==> src/hdl/pcrs_pkg.sv <==
`timescale 1ns / 1ps
// ----------------------------------------------------------------------------
// pcrs_pkg
// types and constants shared by the prime count range sieve
// ----------------------------------------------------------------------------
package pcrs_pkg;

	localparam int NUM_W   = 16;
	localparam int COUNT_W = 17;
	localparam int PRIME_W = 8;
	localparam int SQ_W    = 2 * NUM_W;

	// numbers at or above this saturate to it minus one
	localparam int unsigned MAP_LIMIT = 65536;

	localparam logic [NUM_W-1:0] FIRST_PRIME = NUM_W'(2);

	// primes up to the square root of the largest root of a 16-bit bound
	localparam int SMALL_PRIMES = 6;

	typedef struct packed {
		logic             vld;
		logic [NUM_W-1:0] num;
		logic             comp;
		logic             claimed;
		logic             low;
		logic             last;
	} tok_t;

endpackage

==> src/hdl/pcrs_cell.sv <==
`timescale 1ns / 1ps
// ----------------------------------------------------------------------------
// pcrs_cell
// one sieve cell: holds a base prime and the residue of the passing candidate
// ----------------------------------------------------------------------------
module pcrs_cell #(
	parameter bit LOW_ONLY = 1'b0
) (
	input  logic          clk,
	input  logic          arst_n,
	input  logic          clear,
	input  pcrs_pkg::tok_t tok_in,
	output pcrs_pkg::tok_t tok_out
);

	logic                         full_q;
	logic [pcrs_pkg::PRIME_W-1:0] p_q;
	logic [pcrs_pkg::PRIME_W-1:0] r_q;
	logic [pcrs_pkg::PRIME_W-1:0] r_nxt;
	logic                         hit;
	logic                         claim;
	pcrs_pkg::tok_t               tok_nxt;
	pcrs_pkg::tok_t               tok_q;

	assign r_nxt = (r_q == p_q - pcrs_pkg::PRIME_W'(1)) ? '0 : r_q + pcrs_pkg::PRIME_W'(1);
	assign hit   = full_q && (r_nxt == '0) && (!LOW_ONLY || tok_in.low);
	assign claim = !full_q && tok_in.vld && !tok_in.comp && !tok_in.claimed
		&& (tok_in.num[pcrs_pkg::NUM_W-1:pcrs_pkg::PRIME_W] == '0);

	always_comb begin
		tok_nxt         = tok_in;
		tok_nxt.comp    = tok_in.comp | (tok_in.vld & hit);
		tok_nxt.claimed = tok_in.claimed | claim;
	end

	always_ff @(posedge clk or negedge arst_n) begin
		if (!arst_n) begin
			full_q <= 1'b0;
		end else if (clear) begin
			full_q <= 1'b0;
		end else if (claim) begin
			full_q <= 1'b1;
		end
	end

	always_ff @(posedge clk) begin
		if (tok_in.vld) begin
			if (full_q) begin
				r_q <= r_nxt;
			end else if (claim) begin
				p_q <= tok_in.num[pcrs_pkg::PRIME_W-1:0];
				r_q <= '0;
			end
		end
	end

	always_ff @(posedge clk or negedge arst_n) begin
		if (!arst_n) begin
			tok_q <= '0;
		end else begin
			tok_q <= tok_nxt;
		end
	end

	assign tok_out = tok_q;

endmodule

==> src/hdl/pcrs_chain.sv <==
`timescale 1ns / 1ps
// ----------------------------------------------------------------------------
// pcrs_chain
// row of sieve cells that candidates walk through one cell per cycle
// ----------------------------------------------------------------------------
module pcrs_chain #(
	parameter int BASE_PRIME_SLOTS = 64
) (
	input  logic           clk,
	input  logic           arst_n,
	input  logic           clear,
	input  pcrs_pkg::tok_t tok_in,
	output pcrs_pkg::tok_t tok_out
);

	localparam int CELLS = (BASE_PRIME_SLOTS > pcrs_pkg::SMALL_PRIMES) ?
		BASE_PRIME_SLOTS : pcrs_pkg::SMALL_PRIMES;

	pcrs_pkg::tok_t tok_w [0:CELLS];

	assign tok_w[0] = tok_in;

	// cells past the slot count only sieve numbers up to the root
	for (genvar i = 0; i < CELLS; i++) begin : g_cell
		pcrs_cell #(
			.LOW_ONLY (i >= BASE_PRIME_SLOTS)
		) u_cell (
			.clk     (clk),
			.arst_n  (arst_n),
			.clear   (clear),
			.tok_in  (tok_w[i]),
			.tok_out (tok_w[i+1])
		);
	end

	assign tok_out = tok_w[CELLS];

endmodule

==> src/hdl/prime_count_range_sieve.sv <==
`timescale 1ns / 1ps
// ----------------------------------------------------------------------------
// prime_count_range_sieve
// counts the primes in a closed range with a row of sieve cells
// ----------------------------------------------------------------------------
// A transaction is taken when start is high and busy is low. Candidates from 2
// up to range_high enter the cell row one per cycle; each cell keeps one base
// prime below 256 with a running residue and flags multiples as they pass.
// A request is done when its last candidate leaves the end of the row. An
// inverted or empty range skips the row, and done rises in the cycle after
// acceptance. The result is shown on prime_count and range_error for one
// cycle with done high; it cannot be held off, so the receiver must capture
// it then.
module prime_count_range_sieve #(
	parameter int BASE_PRIME_SLOTS = 64
) (
	input  logic                         clk,
	input  logic                         arst_n,
	input  logic                         start,
	output logic                         busy,
	input  logic [pcrs_pkg::NUM_W-1:0]   range_low,
	input  logic [pcrs_pkg::NUM_W-1:0]   range_high,
	output logic                         done,
	output logic [pcrs_pkg::COUNT_W-1:0] prime_count,
	output logic                         range_error
);

	localparam logic [1:0] ST_IDLE  = 2'd0;
	localparam logic [1:0] ST_RUN   = 2'd1;
	localparam logic [1:0] ST_DRAIN = 2'd2;

	logic [1:0]                   state_q;
	logic [pcrs_pkg::NUM_W-1:0]   num_q;
	logic [pcrs_pkg::NUM_W-1:0]   lo_q;
	logic [pcrs_pkg::NUM_W-1:0]   hi_q;
	logic [pcrs_pkg::SQ_W-1:0]    sq_q;
	logic [pcrs_pkg::COUNT_W-1:0] count_q;
	logic                         done_q;
	logic [pcrs_pkg::COUNT_W-1:0] pc_q;
	logic                         err_q;

	logic                         accept;
	logic [pcrs_pkg::NUM_W-1:0]   hi_sat;
	logic                         inverted;
	logic                         empty;
	logic                         run_go;
	logic                         add;
	pcrs_pkg::tok_t               src_tok;
	pcrs_pkg::tok_t               ex_tok;

	assign accept   = start && (state_q == ST_IDLE);
	assign inverted = range_low > range_high;
	assign hi_sat   = (32'(range_high) > pcrs_pkg::MAP_LIMIT - 1) ?
		pcrs_pkg::NUM_W'(pcrs_pkg::MAP_LIMIT - 1) : range_high;
	assign empty    = (range_low > hi_sat) || (hi_sat < pcrs_pkg::FIRST_PRIME);
	assign run_go   = accept && !inverted && !empty;

	// candidate source
	always_comb begin
		src_tok         = '0;
		src_tok.vld     = (state_q == ST_RUN);
		src_tok.num     = num_q;
		src_tok.low     = sq_q <= pcrs_pkg::SQ_W'(hi_q);
		src_tok.last    = num_q == hi_q;
	end

	pcrs_chain #(
		.BASE_PRIME_SLOTS (BASE_PRIME_SLOTS)
	) u_chain (
		.clk     (clk),
		.arst_n  (arst_n),
		.clear   (run_go),
		.tok_in  (src_tok),
		.tok_out (ex_tok)
	);

	assign add = ex_tok.vld && !ex_tok.comp && (ex_tok.num >= lo_q);

	always_ff @(posedge clk or negedge arst_n) begin
		if (!arst_n) begin
			state_q <= ST_IDLE;
			done_q  <= 1'b0;
		end else begin
			done_q <= 1'b0;
			case (state_q)
				ST_IDLE: begin
					if (accept) begin
						if (run_go) begin
							state_q <= ST_RUN;
						end else begin
							done_q <= 1'b1;
						end
					end
				end
				ST_RUN: begin
					if (num_q == hi_q) begin
						state_q <= ST_DRAIN;
					end
				end
				ST_DRAIN: begin
					if (ex_tok.vld && ex_tok.last) begin
						state_q <= ST_IDLE;
						done_q  <= 1'b1;
					end
				end
				default: begin
					state_q <= ST_IDLE;
				end
			endcase
		end
	end

	always_ff @(posedge clk) begin
		if (accept) begin
			lo_q    <= range_low;
			hi_q    <= hi_sat;
			num_q   <= pcrs_pkg::FIRST_PRIME;
			sq_q    <= pcrs_pkg::SQ_W'(pcrs_pkg::FIRST_PRIME) * pcrs_pkg::SQ_W'(pcrs_pkg::FIRST_PRIME);
			count_q <= '0;
			pc_q    <= '0;
			err_q   <= inverted;
		end else begin
			if (state_q == ST_RUN) begin
				num_q <= num_q + pcrs_pkg::NUM_W'(1);
				sq_q  <= sq_q + pcrs_pkg::SQ_W'({num_q, 1'b1});
			end
			count_q <= count_q + pcrs_pkg::COUNT_W'(add);
			if (state_q == ST_DRAIN && ex_tok.vld && ex_tok.last) begin
				pc_q <= count_q + pcrs_pkg::COUNT_W'(add);
			end
		end
	end

	assign busy        = state_q != ST_IDLE;
	assign done        = done_q;
	assign prime_count = pc_q;
	assign range_error = err_q;

endmodule

==> config.mk <==
export PLATFORM = sky130hd
export DESIGN_NAME = prime_count_range_sieve
export DESIGN_NICKNAME = d
export VERILOG_FILES = /design/src/hdl/pcrs_pkg.sv /design/src/hdl/pcrs_cell.sv /design/src/hdl/pcrs_chain.sv /design/src/hdl/prime_count_range_sieve.sv
export SDC_FILE = /design/constraint.sdc
export NUM_CORES = 2
export LEC_CHECK = 0
export ABC_AREA = 1
export BUFFER_PORTS_ARGS = -buffer_cell sky130_fd_sc_hd__buf_2
export CELL_PAD_IN_SITES_DETAIL_PLACEMENT = 0
export CELL_PAD_IN_SITES_GLOBAL_PLACEMENT = 1
export CORE_MARGIN = 10
export CORE_UTILIZATION = 47
export CTS_BUF_LIST = sky130_fd_sc_hd__clkbuf_4
export CTS_CLUSTER_SIZE = 10
export DETAILED_ROUTE_END_ITERATION = 16
export PLACE_DENSITY_LB_ADDON = 0.1
export SYNTH_ARGS = -nofsm -noshare
export SYNTH_HDL_FRONTEND = slang
export SYNTH_SLANG_ARGS = --single-unit
==> constraint.sdc <==
create_clock -name clk -period 2.65 [get_ports clk]
set_clock_uncertainty 0.15 [all_clocks]
set_input_delay 0.53 -clock clk [delete_from_list [all_inputs] [get_ports clk]]
set_output_delay 0.53 -clock clk [all_outputs]
set_load 0.05 [all_outputs]
==> impl_results.md <==
* Max Clock Freq at 0.354 GHz
* Global Route Usage Sum at 17.8%
* Die Height at 492 um
* DRC at 0
* Slew @ Worst Pin at 0.738 ns
* Root Buffer: clkbuf_4
* Syn Inst Count at 10.5k
* Post-Synthesis Cell Area at 105000 um2
* Post-synth cell types at 58
* Pins Over Slew Limit at 0
* Crit. End Element: flop
* Final setup fails at 18
* Startpoint types: flop
* Critical path class: reg -> reg
* DR WL/cell at 14.6 um
* Power Dens Cells at 612 nW/um2
* Status: finished, violations left
* Most used DFF post-synth: dfrtp_1
* First-pass GRT wire length at 358000 um
* Pin count of the biggest net entering global routing at 108
* Synth warn at 0
* CTS max path bufs at 4
* Total congestion overflow at 0
* HPWL Detailed at 154000 um
* Clock Sinks at 2453
* Number of synthesized flops with an enable pin at 1057
* IO Count at 55
* Leak at 60.5 nW
* Layout cells sized above 1 at 13.1%
* Final ANT Viol Nets at 0
* Period utilization at 107%
* Sequential element share of the synthesized area at 63.3%
* Final Util at 54.1%
* Top-count cell post-synth: nand2_1
* DRT Pass-1 Iters at 5
* Vias in the first global route at 71.3k
* Post-Syn Nets at 10.7k
* Placed cell areas at 110000 um2
* Unrepaired setup endpoints after global routing: true
* Via count at 69.9k
* Worst vdd ir at 0.490 mV
* CTS clock-pin slew for the worst setup and hold paths at 0.07 ns
* Total Wirelength at 218000 um
* Initial core utilization at 47.2%
* Top-area cell type share of the netlist area at 32.1%
* CTS H-tree depth at 6
* Critical-path maximum fanout at 4
* Die X at 492 um
* Hold Path Class: reg -> reg
* Post-synth ARST share at 54.9%
* Antenna violations before repair at 5
* Final #Nets at 11.6k
* Clock Latency Late Sink at 1.37 ns
* PnR Total Power at 73.6 mW
* CTS buffer count at 645
* Final Hold Fails at 0
* # fillers at 20.1k
* Worst Slack Setup Final at -0.176 ns
* Syn-to-layout area delta at 14.5%
* Die area at 242000 um2
* Yosys reg bits at 2453
* CTS tree: done
* Fin area at 120000 um2
* Worst EP required at 3.80 ns
* Synth area leader: dfrtp_1
* Vias per cell at 4.70
* Port Buf Inserts at 54
* CP arrival at 3.97 ns
* Max-cap violation count at 0
* Mapped Avg Cell Area at 9.99 um2
* Hold WS at 0.149 ns
* Synth top cells by count: nand2_1, nor2_1, inv_1, dfrtp_1, edfxtp_1
* Top cells by area, synth: dfrtp_1, edfxtp_1, nand2_1
* 1st-iter DRT viols at 3674
* Failing checks: negative setup slack
* Crit path time final at 2.83 ns
* Row Count at 173
* GPL Wtd Cong at 0.813
* Slew margin rel. at 50.3%
* Core area at 222000 um2
## logic make-up after synthesis
group,after synthesis,synth area share (%)
buffers and inverters,1752,6.40
XOR/XNOR,672,5.74
AO/OA/AOI/OAI,404,2.30
adder cells (fa/ha/maj),163,1.94
flip-flops,2453,63.3
AND/OR/NAND/NOR,5049,20.3
## critical path: stages (launching register included)
cell and delay [ns]:
dfrtp_1 0.40, ha_4 0.29, nand2_2 0.06, o21ai_2 0.13, nand2_1 0.07, o211ai_1 0.09
nand2_1 0.07, nand3_1 0.09, nand3b_1 0.10, inv_2 0.10, ha_4 0.14, nand3_4 0.07
nor2_4 0.11, nand4_1 0.16, nor2_4 0.22, buf_6 0.12, xor2_1 0.13, inv_1 0.07
nand2_1 0.06, o211ai_1 0.08, inv_1 0.07
## sequential cells by signal (all words and copies together), names as in the netlist
signal,cells
hi_q,16
lo_q,16
range_error,1
num_q,16
state_q,2
done,1
u_chain.g_cell.u_cell.full_q,64
prime_count,17
count_q,17
u_chain.g_cell.u_cell.r_q,512
u_chain.g_cell.u_cell.tok_out,1279
u_chain.g_cell.u_cell.p_q,512
## worst paths after layout
| kind | cells after the start | endpoint | from | slack, ns |
|---|---|---|---|---|
| max | 20 | prime_count[12]$_SDFFE_PP0P_ | u_chain.g_cell[63].u_cell.tok_out[7]$_DFF_PN0_ | -0.18 |
| min | 0 | u_chain.g_cell[44].u_cell.tok_out[19]$_DFF_PN0_ | u_chain.g_cell[43].u_cell.tok_out[19]$_DFF_PN0_ | 0.15 |
| max reg2reg | 20 | prime_count[12]$_SDFFE_PP0P_ | u_chain.g_cell[63].u_cell.tok_out[7]$_DFF_PN0_ | -0.18 |
| min reg2reg | 0 | u_chain.g_cell[44].u_cell.tok_out[19]$_DFF_PN0_ | u_chain.g_cell[43].u_cell.tok_out[19]$_DFF_PN0_ | 0.15 |
| max in group asynchronous | 5 | u_chain.g_cell[19].u_cell.tok_out[5]$_DFF_PN0_ | arst_n | 1.07 |
| min in group asynchronous | 4 | u_chain.g_cell[6].u_cell.tok_out[20]$_DFF_PN0_ | arst_n | 0.25 |
## cells in the final DEF (no fill, tap or decap), types with 156 or more instances in the layout
cell type and instances:
xor2_1 450, inv_1 1575, nand3_1 557, ha_1 156, dfrtp_1 1346, clkbuf_4 939
nand2_1 2226, nor4_1 195, edfxtp_1 1057, nor2_1 1622, xnor2_1 209, buf_4 185
## per-stage QoR
step	TNS, ns	std cells	worst slack, ns
6_report	-1.51	14900	-0.176
5_1_grt	-7.76	14900	-0.462
4_1_cts	-3.41	14900	-0.298
3_5_place_dp	-2.00	13600	-0.266
3_3_place_gp	-2.26	13600	-0.316
2_1_floorplan	-0.0160	10500	-0.0160
## routing by layer
layer	global-route usage, %	wire length (um)	up-vias
met5	0	0	-
met2	29.1	103000	980
li1	-	-	35600
met3	3.61	7930	364
met1	24.0	103000	32900
met4	5.57	4580	0
## final cells by class
class / instances / area (um2) / area share [%]
flip-flops and latches: 2453 / 66500 / 55.3
clock inverters: 213 / 1370 / 1.14
repair buffers: 343 / 3220 / 2.68
inverters: 1671 / 6280 / 5.23
multi-input cells: 6288 / 32000 / 26.6
clock buffers: 939 / 7050 / 5.87
diodes: 3 / 7.51 / 0.00625
well taps: 2975 / 3720 / 3.10
## where the power goes
group | switching [mW] | internal (mW) | leakage [nW]
registers | 0 | 39.4 | 27.1
logic | 0.487 | 0.212 | 28.5
clock network | 15.4 | 18.1 | 5.01
total | 15.9 | 57.7 | 60.5
## repair_timing
action / 4_1_cts / 5_1_grt
pin swaps: 12 / 22
endpoints found under the hold margin: 1528 / 0
hold buffers: 70 / 0
resized for setup: 99 / 41
setup endpoints to repair: 36 / 47
setup buffers: 9 / 7
Note: power is estimated with default switching activity, not from simulation.
